==> config.mk <==
export PLATFORM = sky130hd
export DESIGN_NAME = retry_burst_fetch_scheduler_flat
export DESIGN_NICKNAME = d
export VERILOG_FILES = /design/src/sv/rbfs_pkg.sv /design/src/sv/rbfs_if.sv /design/src/sv/rbfs_ctrl.sv /design/src/sv/rbfs_datapath.sv /design/src/sv/retry_burst_fetch_scheduler.sv /design/src/flat_wrapper.sv
export SDC_FILE = /design/constraint.sdc
export NUM_CORES = 2
export LEC_CHECK = 0
export BUFFER_PORTS_ARGS = -buffer_cell sky130_fd_sc_hd__buf_2
export CAP_MARGIN = 15
export CORE_UTILIZATION = 42
export DETAILED_ROUTE_END_ITERATION = 10
export HOLD_SLACK_MARGIN = 0.02
export SYNTH_ARGS = -nofsm -noshare
export SYNTH_HDL_FRONTEND = slang
export SYNTH_SLANG_ARGS = --single-unit
==> constraint.sdc <==
create_clock -name clk -period 58.9 [get_ports clk]
set_clock_uncertainty 0.05 [all_clocks]
set_input_delay 8.835 -clock clk [delete_from_list [all_inputs] [get_ports clk]]
set_output_delay 8.835 -clock clk [all_outputs]
set_load 0.02 [all_outputs]
==> src/sv/rbfs_pkg.sv <==
`default_nettype none
// ---------------------------------------------------------------------------
// rbfs_pkg
// Shared types, constants and codes for the retry burst fetch scheduler.
// ---------------------------------------------------------------------------
package rbfs_pkg;

    localparam int unsigned SLOTS_DEFAULT = 8;
    localparam logic [3:0]  NONE_SLOT     = 4'd8;
    localparam logic [31:0] CHAIN_RESET   = 32'd1200;
    localparam logic [31:0] CHAIN_STEP    = 32'd400;

    // Configuration register indexes.
    localparam logic [1:0] CFG_SLOT_COUNT = 2'd0;
    localparam logic [1:0] CFG_BUDGET     = 2'd1;
    localparam logic [1:0] CFG_BACKOFF_LIM = 2'd2;
    localparam logic [1:0] CFG_BACKOFF_ERR = 2'd3;

    // Command codes.
    localparam logic [2:0] CMD_SELECT   = 3'd0;
    localparam logic [2:0] CMD_COMPLETE = 3'd1;
    localparam logic [2:0] CMD_BURST    = 3'd2;
    localparam logic [2:0] CMD_FOCUS    = 3'd3;
    localparam logic [2:0] CMD_ACTIVE   = 3'd4;

    // Outcome codes.
    localparam logic [1:0] OUT_SUCCESS = 2'd0;
    localparam logic [1:0] OUT_LIMITED = 2'd1;
    localparam logic [1:0] OUT_ERROR   = 2'd2;

    // Load states.
    localparam logic [2:0] ST_IDLE     = 3'd0;
    localparam logic [2:0] ST_FETCHING = 3'd1;
    localparam logic [2:0] ST_READY    = 3'd2;
    localparam logic [2:0] ST_LIMITED  = 3'd3;
    localparam logic [2:0] ST_ERROR    = 3'd4;

    typedef enum logic [1:0] {
        CTL_IDLE,
        CTL_EVAL,
        CTL_APPLY,
        CTL_OUT
    } ctl_state_t;

    typedef struct packed {
        logic capture;
        logic evaluate;
        logic apply;
    } dp_cmd_t;

    typedef struct packed {
        logic result_taken;
    } dp_status_t;

    typedef struct packed {
        logic [2:0] command;
        logic [31:0] now_ms;
        logic [1:0] outcome;
        logic active_flag;
    } req_t;

    typedef struct packed {
        logic [3:0] target_slot;
        logic from_burst;
        logic [31:0] chain_delay_ms;
        logic [2:0] target_state;
        logic flush_cache;
        logic [7:0] pending_bits;
        logic [2:0] focus_slot;
    } rsp_t;

endpackage
`default_nettype wire

==> src/sv/rbfs_if.sv <==
`default_nettype none
// ---------------------------------------------------------------------------
// rbfs_req_if / rbfs_rsp_if
// Valid/ready channels for scheduler requests and results.
// ---------------------------------------------------------------------------
interface rbfs_req_if;
    logic valid;
    logic ready;
    rbfs_pkg::req_t data;
    modport source (output valid, output data, input ready);
    modport sink (input valid, input data, output ready);
endinterface

interface rbfs_rsp_if;
    logic valid;
    logic ready;
    rbfs_pkg::rsp_t data;
    modport source (output valid, output data, input ready);
    modport sink (input valid, input data, output ready);
endinterface
`default_nettype wire

==> src/sv/rbfs_ctrl.sv <==
`default_nettype none
// ---------------------------------------------------------------------------
// rbfs_ctrl
// Sequencer: capture, evaluate, apply, then present the result.
// ---------------------------------------------------------------------------
module rbfs_ctrl
(
    input  wire logic                 clk,
    input  wire logic                 rst_n,
    input  wire logic                 in_valid,
    output logic                      in_ready,
    output logic                      out_valid,
    input  wire logic                 out_ready,
    output rbfs_pkg::dp_cmd_t         cmd,
    output rbfs_pkg::dp_status_t      status
);

    rbfs_pkg::ctl_state_t state_reg, state_next;

    // State register.
    always_ff @(posedge clk or negedge rst_n)
    begin
        if (!rst_n)
        begin
            state_reg <= rbfs_pkg::CTL_IDLE;
        end
        else
        begin
            state_reg <= state_next;
        end
    end

    // Next state.
    always_comb
    begin
        state_next = state_reg;
        case (state_reg)
            rbfs_pkg::CTL_IDLE:  if (in_valid) state_next = rbfs_pkg::CTL_EVAL;
            rbfs_pkg::CTL_EVAL:  state_next = rbfs_pkg::CTL_APPLY;
            rbfs_pkg::CTL_APPLY: state_next = rbfs_pkg::CTL_OUT;
            rbfs_pkg::CTL_OUT:
            begin
                if (out_ready) state_next = rbfs_pkg::CTL_IDLE;
            end
            default: state_next = rbfs_pkg::CTL_IDLE;
        endcase
    end

    // Outputs.
    always_comb
    begin
        in_ready = 1'b0;
        out_valid = 1'b0;
        cmd = '0;
        status = '0;
        case (state_reg)
            rbfs_pkg::CTL_IDLE:
            begin
                in_ready = 1'b1;
                cmd.capture = in_valid;
            end
            rbfs_pkg::CTL_EVAL:  cmd.evaluate = 1'b1;
            rbfs_pkg::CTL_APPLY: cmd.apply = 1'b1;
            rbfs_pkg::CTL_OUT:
            begin
                out_valid = 1'b1;
                status.result_taken = out_ready;
            end
            default: ;
        endcase
    end

    // The result is shown only after a transaction was taken in.
    a_out_after_apply: assert property (@(posedge clk) disable iff (!rst_n)
        $rose(out_valid) |-> $past(cmd.apply))
        else $error("result raised without apply");
    a_no_accept_busy: assert property (@(posedge clk) disable iff (!rst_n)
        out_valid |-> !in_ready)
        else $error("input ready while result held");
    a_eval_then_apply: assert property (@(posedge clk) disable iff (!rst_n)
        cmd.evaluate |=> cmd.apply)
        else $error("evaluate not followed by apply");

endmodule
`default_nettype wire

==> src/sv/rbfs_datapath.sv <==
`default_nettype none
// ---------------------------------------------------------------------------
// rbfs_datapath
// Slot bookkeeping, selection, minimum wait search and completion update.
// ---------------------------------------------------------------------------
module rbfs_datapath
#(
    parameter int unsigned SLOTS = rbfs_pkg::SLOTS_DEFAULT
)
(
    input  wire logic              clk,
    input  wire logic              rst_n,
    input  wire logic              cfg_we,
    input  wire logic [1:0]        cfg_index,
    input  wire logic [15:0]       cfg_data,
    input  wire rbfs_pkg::req_t    req,
    input  wire rbfs_pkg::dp_cmd_t cmd,
    output rbfs_pkg::rsp_t         rsp
);

    // Configuration.
    logic [3:0]  slot_count_reg;
    logic [1:0]  budget_reg;
    logic [15:0] bo_lim_reg, bo_err_reg;

    // State.
    logic [7:0]  pend_reg, pend_next;
    logic [1:0]  rcnt_reg [SLOTS];
    logic [31:0] rtime_reg [SLOTS];
    logic [2:0]  lstate_reg [SLOTS];
    logic [3:0]  prio_reg, prio_next;
    logic [2:0]  focus_reg, focus_next;
    logic [2:0]  rr_reg, rr_next;
    logic        active_reg, active_next;
    logic        dirty_reg, dirty_next;
    logic [3:0]  infl_reg, infl_next;
    logic [1:0]  iflags_reg, iflags_next;
    logic [31:0] chain_reg, chain_next;

    // Captured request and evaluation results.
    rbfs_pkg::req_t req_reg;
    logic [SLOTS-1:0] ready_reg;
    logic [31:0] mind_reg;
    logic        anyrdy_reg;
    rbfs_pkg::rsp_t rsp_reg;

    logic [3:0] n;
    assign n = (slot_count_reg > 4'(SLOTS)) ? 4'(SLOTS) : slot_count_reg;

    // Configuration writes.
    always_ff @(posedge clk or negedge rst_n)
    begin
        if (!rst_n)
        begin
            slot_count_reg <= 4'd0;
            budget_reg <= 2'd2;
            bo_lim_reg <= 16'd8000;
            bo_err_reg <= 16'd2500;
        end
        else if (cfg_we)
        begin
            case (cfg_index)
                rbfs_pkg::CFG_SLOT_COUNT:  slot_count_reg <= cfg_data[3:0];
                rbfs_pkg::CFG_BUDGET:      budget_reg <= cfg_data[1:0];
                rbfs_pkg::CFG_BACKOFF_LIM: bo_lim_reg <= cfg_data;
                rbfs_pkg::CFG_BACKOFF_ERR: bo_err_reg <= cfg_data;
                default: ;
            endcase
        end
    end

    // Evaluate stage: readiness and smallest remaining wait among pending slots.
    logic [SLOTS-1:0] rdy_c;
    logic [31:0] mind_c, d_c;
    logic        anyrdy_c;
    always_comb
    begin
        mind_c = '0;
        anyrdy_c = 1'b0;
        d_c = '0;
        for (int i = 0; i < SLOTS; i++)
        begin
            rdy_c[i] = (rtime_reg[i] == 32'd0) || (rtime_reg[i] <= req_reg.now_ms);
        end
        for (int i = 0; i < SLOTS; i++)
        begin
            d_c = rtime_reg[i] - req_reg.now_ms;
            if (4'(i) < n && pend_reg[i])
            begin
                if (rdy_c[i]) anyrdy_c = 1'b1;
                else if (mind_c == 32'd0 || d_c < mind_c) mind_c = d_c;
            end
        end
    end

    always_ff @(posedge clk)
    begin
        if (cmd.capture) req_reg <= req;
        if (cmd.evaluate)
        begin
            ready_reg <= rdy_c;
            mind_reg <= mind_c;
            anyrdy_reg <= anyrdy_c;
        end
    end

    // Next position (cur + 1) modulo cnt, for cnt from one to eight, by a short
    // restoring compare and subtract. The position may lie beyond cnt when the
    // slot count was lowered.
    function automatic logic [2:0] wrap_next(input logic [2:0] cur, input logic [3:0] cnt);
        logic [6:0] rem;
        rem = {4'd0, cur} + 7'd1;
        for (int k = 3; k >= 0; k--)
        begin
            if (rem >= ({3'd0, cnt} << k)) rem = rem - ({3'd0, cnt} << k);
        end
        return rem[2:0];
    endfunction

    // Apply stage: one command against the state.
    logic [3:0]  tgt;
    logic        fb, flush, wasact, wrapped, do_fetch, fbit, act;
    logic        prio_rdy, upd_slot, clr_books, lim, ifb, iwas;
    logic [2:0]  newst, ti, pi;
    logic [1:0]  newcnt;
    logic [31:0] newtime, best;
    logic        set_time, set_cnt, set_st;
    logic [7:0]  one;
    always_comb
    begin
        pend_next = pend_reg;
        prio_next = prio_reg;
        focus_next = focus_reg;
        rr_next = rr_reg;
        active_next = active_reg;
        dirty_next = dirty_reg;
        infl_next = infl_reg;
        iflags_next = iflags_reg;
        chain_next = chain_reg;
        tgt = rbfs_pkg::NONE_SLOT;
        fb = 1'b0;
        flush = 1'b0;
        wrapped = 1'b0;
        do_fetch = 1'b0;
        clr_books = 1'b0;
        upd_slot = 1'b0;
        set_time = 1'b0;
        set_cnt = 1'b0;
        set_st = 1'b0;
        newst = rbfs_pkg::ST_IDLE;
        newcnt = 2'd0;
        newtime = 32'd0;
        best = 32'd0;
        wasact = pend_reg != 8'd0;
        pi = prio_reg[2:0];
        prio_rdy = (prio_reg < n) && ready_reg[pi];
        fbit = 1'b0;
        act = 1'b0;
        lim = 1'b0;
        ifb = iflags_reg[0];
        iwas = iflags_reg[1];
        ti = infl_reg[2:0];
        one = 8'd1 << ti;
        case (req_reg.command)
            rbfs_pkg::CMD_SELECT:
            begin
                if (active_reg && n != 4'd0)
                begin
                    act = 1'b1;
                    if (prio_rdy)
                    begin
                        tgt = prio_reg;
                        prio_next = rbfs_pkg::NONE_SLOT;
                        fbit = wasact && pend_reg[pi];
                    end
                    else if (wasact)
                    begin
                        fbit = 1'b1;
                        if (pend_reg[focus_reg] && ready_reg[focus_reg]
                            && {1'b0, focus_reg} < n)
                        begin
                            tgt = {1'b0, focus_reg};
                        end
                        else
                        begin
                            for (int i = SLOTS - 1; i >= 0; i--)
                            begin
                                if (pend_reg[i] && ready_reg[i]) tgt = 4'(i);
                            end
                        end
                    end
                    else
                    begin
                        tgt = (rr_reg >= n[2:0] && n != 4'd8) ? 4'd0 : {1'b0, rr_reg};
                        rr_next = tgt[2:0];
                        upd_slot = 1'b1;
                        set_cnt = 1'b1;
                        newcnt = 2'd0;
                    end
                end
                if (act && tgt == rbfs_pkg::NONE_SLOT)
                begin
                    // Nothing ready: report the shortest wait.
                    if (!anyrdy_reg)
                    begin
                        best = mind_reg;
                        if (best == 32'd0 && prio_reg < n && !ready_reg[pi])
                        begin
                            best = rtime_reg[pi] - req_reg.now_ms;
                        end
                    end
                    if (best != 32'd0) chain_next = best;
                end
                else if (act && tgt < n)
                begin
                    do_fetch = 1'b1;
                    fb = fbit;
                    infl_next = tgt;
                    iflags_next = {wasact, fbit};
                    upd_slot = 1'b1;
                    set_st = 1'b1;
                    newst = rbfs_pkg::ST_FETCHING;
                end
                if (!do_fetch) tgt = rbfs_pkg::NONE_SLOT;
            end
            rbfs_pkg::CMD_COMPLETE:
            begin
                if (infl_reg < 4'd8)
                begin
                    tgt = infl_reg;
                    fb = ifb;
                    upd_slot = 1'b1;
                    set_st = 1'b1;
                    if (req_reg.outcome == rbfs_pkg::OUT_SUCCESS)
                    begin
                        set_cnt = 1'b1;
                        set_time = 1'b1;
                        pend_next = pend_reg & ~one;
                        newst = rbfs_pkg::ST_READY;
                        chain_next = rbfs_pkg::CHAIN_STEP;
                        dirty_next = 1'b1;
                    end
                    else
                    begin
                        lim = req_reg.outcome == rbfs_pkg::OUT_LIMITED;
                        newst = lim ? rbfs_pkg::ST_LIMITED : rbfs_pkg::ST_ERROR;
                        if (ifb && rcnt_reg[ti] < budget_reg)
                        begin
                            set_cnt = 1'b1;
                            newcnt = rcnt_reg[ti] + 2'd1;
                            pend_next = pend_reg | one;
                            set_time = 1'b1;
                            newtime = req_reg.now_ms
                                + {16'd0, lim ? bo_lim_reg : bo_err_reg};
                            chain_next = rbfs_pkg::CHAIN_STEP;
                        end
                        else if (ifb)
                        begin
                            pend_next = pend_reg & ~one;
                            chain_next = rbfs_pkg::CHAIN_STEP;
                        end
                    end
                    if (!ifb && ti == rr_reg)
                    begin
                        if (n == 4'd0) rr_next = 3'd0;
                        else rr_next = wrap_next(rr_reg, n);
                        wrapped = rr_next == 3'd0;
                    end
                    if (dirty_next && (wrapped || (iwas && pend_next == 8'd0)))
                    begin
                        dirty_next = 1'b0;
                        flush = 1'b1;
                    end
                    infl_next = rbfs_pkg::NONE_SLOT;
                    iflags_next = 2'd0;
                end
            end
            rbfs_pkg::CMD_BURST:
            begin
                if (active_reg && n != 4'd0)
                begin
                    pend_next = 8'((9'd1 << n) - 9'd1);
                    prio_next = rbfs_pkg::NONE_SLOT;
                    clr_books = 1'b1;
                end
            end
            rbfs_pkg::CMD_FOCUS:
            begin
                if (n > 4'd1)
                begin
                    focus_next = wrap_next(focus_reg, n);
                    prio_next = {1'b0, focus_next};
                end
            end
            rbfs_pkg::CMD_ACTIVE:
            begin
                active_next = req_reg.active_flag;
                if (!req_reg.active_flag)
                begin
                    pend_next = 8'd0;
                    prio_next = rbfs_pkg::NONE_SLOT;
                    clr_books = 1'b1;
                    chain_next = rbfs_pkg::CHAIN_RESET;
                end
            end
            default: ;
        endcase
    end

    // State registers.
    always_ff @(posedge clk or negedge rst_n)
    begin
        if (!rst_n)
        begin
            pend_reg <= '0;
            prio_reg <= rbfs_pkg::NONE_SLOT;
            focus_reg <= '0;
            rr_reg <= '0;
            active_reg <= 1'b0;
            dirty_reg <= 1'b0;
            infl_reg <= rbfs_pkg::NONE_SLOT;
            iflags_reg <= '0;
            chain_reg <= rbfs_pkg::CHAIN_RESET;
            for (int i = 0; i < SLOTS; i++)
            begin
                rcnt_reg[i] <= '0;
                rtime_reg[i] <= '0;
                lstate_reg[i] <= rbfs_pkg::ST_IDLE;
            end
        end
        else if (cmd.apply)
        begin
            pend_reg <= pend_next;
            prio_reg <= prio_next;
            focus_reg <= focus_next;
            rr_reg <= rr_next;
            active_reg <= active_next;
            dirty_reg <= dirty_next;
            infl_reg <= infl_next;
            iflags_reg <= iflags_next;
            chain_reg <= chain_next;
            for (int i = 0; i < SLOTS; i++)
            begin
                if (clr_books)
                begin
                    rcnt_reg[i] <= '0;
                    rtime_reg[i] <= '0;
                end
                else if (upd_slot && tgt == 4'(i))
                begin
                    if (set_cnt) rcnt_reg[i] <= newcnt;
                    if (set_time) rtime_reg[i] <= newtime;
                end
                if (upd_slot && set_st && tgt == 4'(i)) lstate_reg[i] <= newst;
            end
        end
    end

    // Result register.
    always_ff @(posedge clk)
    begin
        if (cmd.apply)
        begin
            rsp_reg.target_slot <= tgt;
            rsp_reg.from_burst <= (tgt < 4'd8) ? fb : 1'b0;
            rsp_reg.chain_delay_ms <= chain_next;
            rsp_reg.target_state <= (tgt < 4'd8) ? newst : rbfs_pkg::ST_IDLE;
            rsp_reg.flush_cache <= flush;
            rsp_reg.pending_bits <= pend_next;
            rsp_reg.focus_slot <= focus_next;
        end
    end
    assign rsp = rsp_reg;

    a_infl_range: assert property (@(posedge clk) disable iff (!rst_n)
        infl_reg <= rbfs_pkg::NONE_SLOT)
        else $error("in-flight slot out of range");
    a_flags_clear: assert property (@(posedge clk) disable iff (!rst_n)
        infl_reg == rbfs_pkg::NONE_SLOT |-> iflags_reg == 2'd0)
        else $error("flags set with nothing in flight");
    a_flush_dirty: assert property (@(posedge clk) disable iff (!rst_n)
        cmd.apply && flush |=> !dirty_reg)
        else $error("flush left cache dirty");

endmodule
`default_nettype wire

==> src/sv/retry_burst_fetch_scheduler.sv <==
`default_nettype none
// ---------------------------------------------------------------------------
// retry_burst_fetch_scheduler
// Slot scheduler with burst, priority, round-robin and retry bookkeeping.
// ---------------------------------------------------------------------------
// Channel   Role    Payload
// req       sink    command, now_ms, outcome, active_flag
// rsp       source  target_slot, from_burst, chain_delay_ms, target_state,
//                   flush_cache, pending_bits, focus_slot
// cfg       write   cfg_we, cfg_index, cfg_data
//
// The request is captured at the accepting edge; the readiness compare and
// minimum-wait search are registered, then the command is applied and the
// result is registered and shown. A new transaction is taken the cycle after its
// result is accepted, so no new transaction is taken while one is in flight.
// A stalled result holds and blocks new input. Reset is asynchronous.
// ---------------------------------------------------------------------------
module retry_burst_fetch_scheduler
#(
    parameter int unsigned SLOTS = rbfs_pkg::SLOTS_DEFAULT
)
(
    input  wire logic        clk,
    input  wire logic        rst_n,
    rbfs_req_if.sink         req,
    rbfs_rsp_if.source       rsp,
    input  wire logic        cfg_we,
    input  wire logic [1:0]  cfg_index,
    input  wire logic [15:0] cfg_data
);

    rbfs_pkg::dp_cmd_t    cmd;
    rbfs_pkg::dp_status_t status;

    // Sequencer.
    rbfs_ctrl u_ctrl
    (
        .clk       (clk),
        .rst_n     (rst_n),
        .in_valid  (req.valid),
        .in_ready  (req.ready),
        .out_valid (rsp.valid),
        .out_ready (rsp.ready),
        .cmd       (cmd),
        .status    (status)
    );

    // Datapath.
    rbfs_datapath #(.SLOTS(SLOTS)) u_dp
    (
        .clk       (clk),
        .rst_n     (rst_n),
        .cfg_we    (cfg_we),
        .cfg_index (cfg_index),
        .cfg_data  (cfg_data),
        .req       (req.data),
        .cmd       (cmd),
        .rsp       (rsp.data)
    );

    a_taken_valid: assert property (@(posedge clk) disable iff (!rst_n)
        status.result_taken |-> rsp.valid)
        else $error("result taken while not valid");

endmodule
`default_nettype wire
==> src/flat_wrapper.sv <==
// flat-port wrapper written by rule: the top's interface ports become plain ports
module retry_burst_fetch_scheduler_flat 
#(
    parameter int unsigned SLOTS = rbfs_pkg::SLOTS_DEFAULT
)
  (clk, rst_n, cfg_we, cfg_index, cfg_data, req_valid, req_data, req_ready, rsp_valid, rsp_data, rsp_ready);
  rbfs_req_if req_i ();
  rbfs_rsp_if rsp_i ();
  input  wire logic clk;
  input  wire logic rst_n;
  input  wire logic cfg_we;
  input  wire logic [1:0] cfg_index;
  input  wire logic [15:0] cfg_data;
  input wire logic [$bits(req_i.valid)-1:0] req_valid;
  input wire logic [$bits(req_i.data)-1:0] req_data;
  output wire logic [$bits(req_i.ready)-1:0] req_ready;
  output wire logic [$bits(rsp_i.valid)-1:0] rsp_valid;
  output wire logic [$bits(rsp_i.data)-1:0] rsp_data;
  input wire logic [$bits(rsp_i.ready)-1:0] rsp_ready;
  assign req_i.valid = req_valid;
  assign req_i.data = req_data;
  assign req_ready = req_i.ready;
  assign rsp_valid = rsp_i.valid;
  assign rsp_data = rsp_i.data;
  assign rsp_i.ready = rsp_ready;
  retry_burst_fetch_scheduler #(.SLOTS(SLOTS)) u_core (.clk(clk), .rst_n(rst_n), .req(req_i), .rsp(rsp_i), .cfg_we(cfg_we), .cfg_index(cfg_index), .cfg_data(cfg_data));
endmodule
==> run_results.csv <==
group,metric,value,unit
cts,clk_path_buf_depth,3,
worst_setup_path,required,59290,ps
pwr,power.total,1.52,mW
route,drt-total-wl,192000,um
pwr,peakVddDrop,0.0258,mV
cts,post_cts_resize_count,0,
sta,finalHoldViolCount,0,
synth,synth_nets,6099,
worst_setup_path,r2r_slack,31250,ps
route,drt-vias-per-instance,6.33,
pwr,pwr_density_cell,28.6,mW/mm2
synth,yosysWarnings,0,
floorplan,die_x,342,um
global_routing,overflow,0,
cts,cts-hold-fix-buffers,0,
synth,syn_avg_cell_area,8.93,um2
worst_setup_path,critPathMaxStageDelay,910,ps
layout,fin_nets,6167,
layout,post-route-util,46.4,%
layout,n_fill_cell,11100,
floorplan,core-area,0.115,mm2
hold_path,min_path_cells,2,
cts,clkTransAtPathRegs,60,ps
layout,final_area,0.0532,mm2
layout,seqCellArea,0.0132,mm2
sta,rsz0062_at_grt,"false",
pwr,p_sw,0.643,mW
sta,period_minus_slack,27650,ps
outcome,violations,"design-rule violations",
placed_design,place_ws,31890,ps
outcome,status,"complete, but fails checks",
route,first_iter_violations,4872,
cts,htree_levels,2,
synth,synth_area,0.0487,mm2
pwr,p_leak,24.2,nW
job,max-cap-violations,0,
worst_setup_path,rr_worst_depth,114,
cts,clockRootBuffer,"clkbuf_16",
layout,drive_gt1_share,14.5,%
synth,synth-seq-cells,501,
layout,area_delta_synth_final,9.24,%
placed_design,io_buffer_count,114,
sta,tns,0,ps
layout,multiInputGateArea,0.0337,mm2
route,vias,44900,
placed_design,gp_congestion,1.01,
pwr,clkPwrFrac,25.8,%
worst_setup_path,critPathKind,"reg -> reg",
global_routing,antenna_found_initial,4,
synth,synthArstFlopShare,73.9,%
pwr,swShare,42.2,%
sta,finalMaxSlewViolations,0,
hold_path,hp-start,"u_core.u_dp.chain_reg[18]",
worst_setup_path,path_common_cell,"a21oi_1",
worst_setup_path,worst_path_max_delay_cell,"edfxtp_1",
global_routing,first_global_vias,42100,
synth,ys_seq_area_share,27.1,%
floorplan,dieArea,0.117,mm2
placed_design,placed_area,0.0511,mm2
route,ant_nets,0,
worst_setup_path,r2r-end,"u_core.u_dp.mind_reg[28]",
worst_setup_path,end_kind,"register",
worst_setup_path,critPathLaunchType,"register",
sta,slew_headroom,5.95,%
hold_path,worstHoldEndpoint,"u_core.u_dp.chain_reg[18]",
global_routing,grt_pass1_wl,280000,um
pwr,comb_power_share,43.9,%
global_routing,track_usage,32.0,%
cts,tritoncts,"done",
worst_setup_path,reg2reg_from,"u_core.u_dp.req_reg[3]",
pwr,seq_power_share,30.4,%
worst_setup_path,critPathLaunch,"u_core.u_dp.req_reg[3]",
placed_design,dp_hpwl,152000,um
cts,clock_latency,710,ps
floorplan,die_h,342,um
worst_setup_path,crit_fanout,63,
route,routedWlPerCell,27.0,um
cts,postCtsSetupBuffers,0,
pwr,p_int,0.879,mW
global_routing,grt_max_degree,140,
cts,numCtsBuffers,61,
synth,synth.distinct_cells,98,
sta,fmax,0.0362,GHz
floorplan,rows,124,
sta,period_share,46.9,%
sta,tightestPinTransition,1410,ps
floorplan,io_pins,115,
route,drc,22,
worst_setup_path,arrival,28040,ps
layout,largest_register_ff_count,256,
floorplan,initial_core_util,42.5,%
synth,synthFlopType,"dfrtp_1",
synth,synth_enable_flop_cells,131,
synth,netlist_instances,5454,
hold_path,hp-class,"reg -> reg",
cts,cts.sinks,501,
sta,fin_ws,31250,ps
route,firstDrtPassIters,10,
sta,setup_viol_count_final,0,
## metrics by stage
step | hold WS (ps) | instances
final | 433 | 7089
after global routing | 458 | 7086
after CTS | 434 | 7083
after detailed placement | 420 | 6968
after global placement | 413 | 6968
after floorplan | 398 | 5454
## how the worst max path moves through the flow
stage	end	slack, ps	cells past startpoint
4_1_cts	u_core.u_dp.mind_reg[25]	31850	114
3_3_place_gp	u_core.u_dp.mind_reg[19]	32260	114
2_1_floorplan	u_core.u_dp.mind_reg[11]	36740	130
5_1_grt	u_core.u_dp.mind_reg[17]	29230	114
6_report	u_core.u_dp.mind_reg[28]	31250	114
3_5_place_dp	u_core.u_dp.mind_reg[19]	31890	115
## synthesized netlist by cell type, types with 12 or more instances
library cell,instances,area (um2)
xor2_1,62,543
clkbuf_1,120,450
mux2_4,12,180
o21ai_0,307,1540
buf_2,13,65.1
nor3_1,105,526
fa_1,16,320
o31ai_1,34,255
or3_1,34,213
buf_1,41,154
mux2_2,334,3760
a211oi_1,35,263
and4_1,18,158
ha_1,568,7110
and2_1,34,213
inv_1,304,1140
o21a_1,54,405
nor2_1,430,1610
a21o_1,167,1250
a31oi_1,51,319
o211ai_1,26,195
a22o_1,40,350
mux4_2,74,1670
a21oi_1,469,2350
o21bai_1,51,383
nand3_1,87,435
a211o_1,20,175
nor4_1,107,669
and3_1,38,238
xnor2_1,190,1660
a21boi_0,26,195
dfstp_2,18,473
edfxtp_1,131,3930
or4_1,31,233
nand2_1,442,1660
or2_2,27,169
nor2b_1,86,538
nand4_1,119,744
nand2b_1,62,388
dfrtp_1,352,8810
o31a_1,12,105
mux2i_1,64,641
## power by group through the flow
stage / registers [mW] / logic [mW] / clock network [mW]
2_1_floorplan: 0.456 / 0.454 / 0
3_3_place_gp: 0.466 / 0.648 / 0
3_5_place_dp: 0.467 / 0.652 / 0
4_1_cts: 0.461 / 0.656 / 0.397
5_1_grt: 0.467 / 0.728 / 0.411
6_report: 0.462 / 0.668 / 0.392
## worst max-delay path: cells and delay by family (launching register included)
kind / cells / cell delay [ps]
AO/OA/AOI/OAI: 61 / 14190
adder cells (fa/ha/maj): 9 / 3090
buffers and inverters: 8 / 2000
flip-flops: 1 / 910
multiplexers: 2 / 660
AND/OR/NAND/NOR: 34 / 6400
## cell usage in the layout, fill, tap and decap left out, drive strengths merged, types with 105 or more instances in the layout
cell	count
mux2	349
nor2	430
nor3	105
nand4	119
o21ai	315
buf	183
a21o	167
ha	568
dfrtp	352
inv	307
a21oi	473
nor4	108
xnor2	190
nand2	442
edfxtp	131
## cell type report
cell class	instances	share of cell area, %
clock buffer	90	3.42
clock inverter	25	0.452
tap	1512	3.56
sequential	501	24.9
antenna	3	0.0141
inverter	305	2.15
timing repair buffer	183	2.09
multi-input combinational	4470	63.4
## cells by family after synthesis
group | count (synthesis) | synth area share, %
buffers and inverters | 483 | 3.80
and+or+nand+nor | 1674 | 17.0
DFF | 501 | 27.1
muxes | 487 | 12.9
adders and majority gates | 584 | 15.3
xor gates and xnor gates | 252 | 4.53
AOI/OAI and AO/OA | 1473 | 19.4
## routing by layer
| metal | routed length (um) | part of all wire, % | global-route usage [%] |
|---|---|---|---|
| met5 | 0 | 0 | 0 |
| met4 | 9900 | 5.2 | 14.8 |
| met3 | 15900 | 8.3 | 5.30 |
| met2 | 81400 | 42 | 47.8 |
| met1 | 84400 | 44 | 44.8 |
Power figures use the tool's default switching activity.
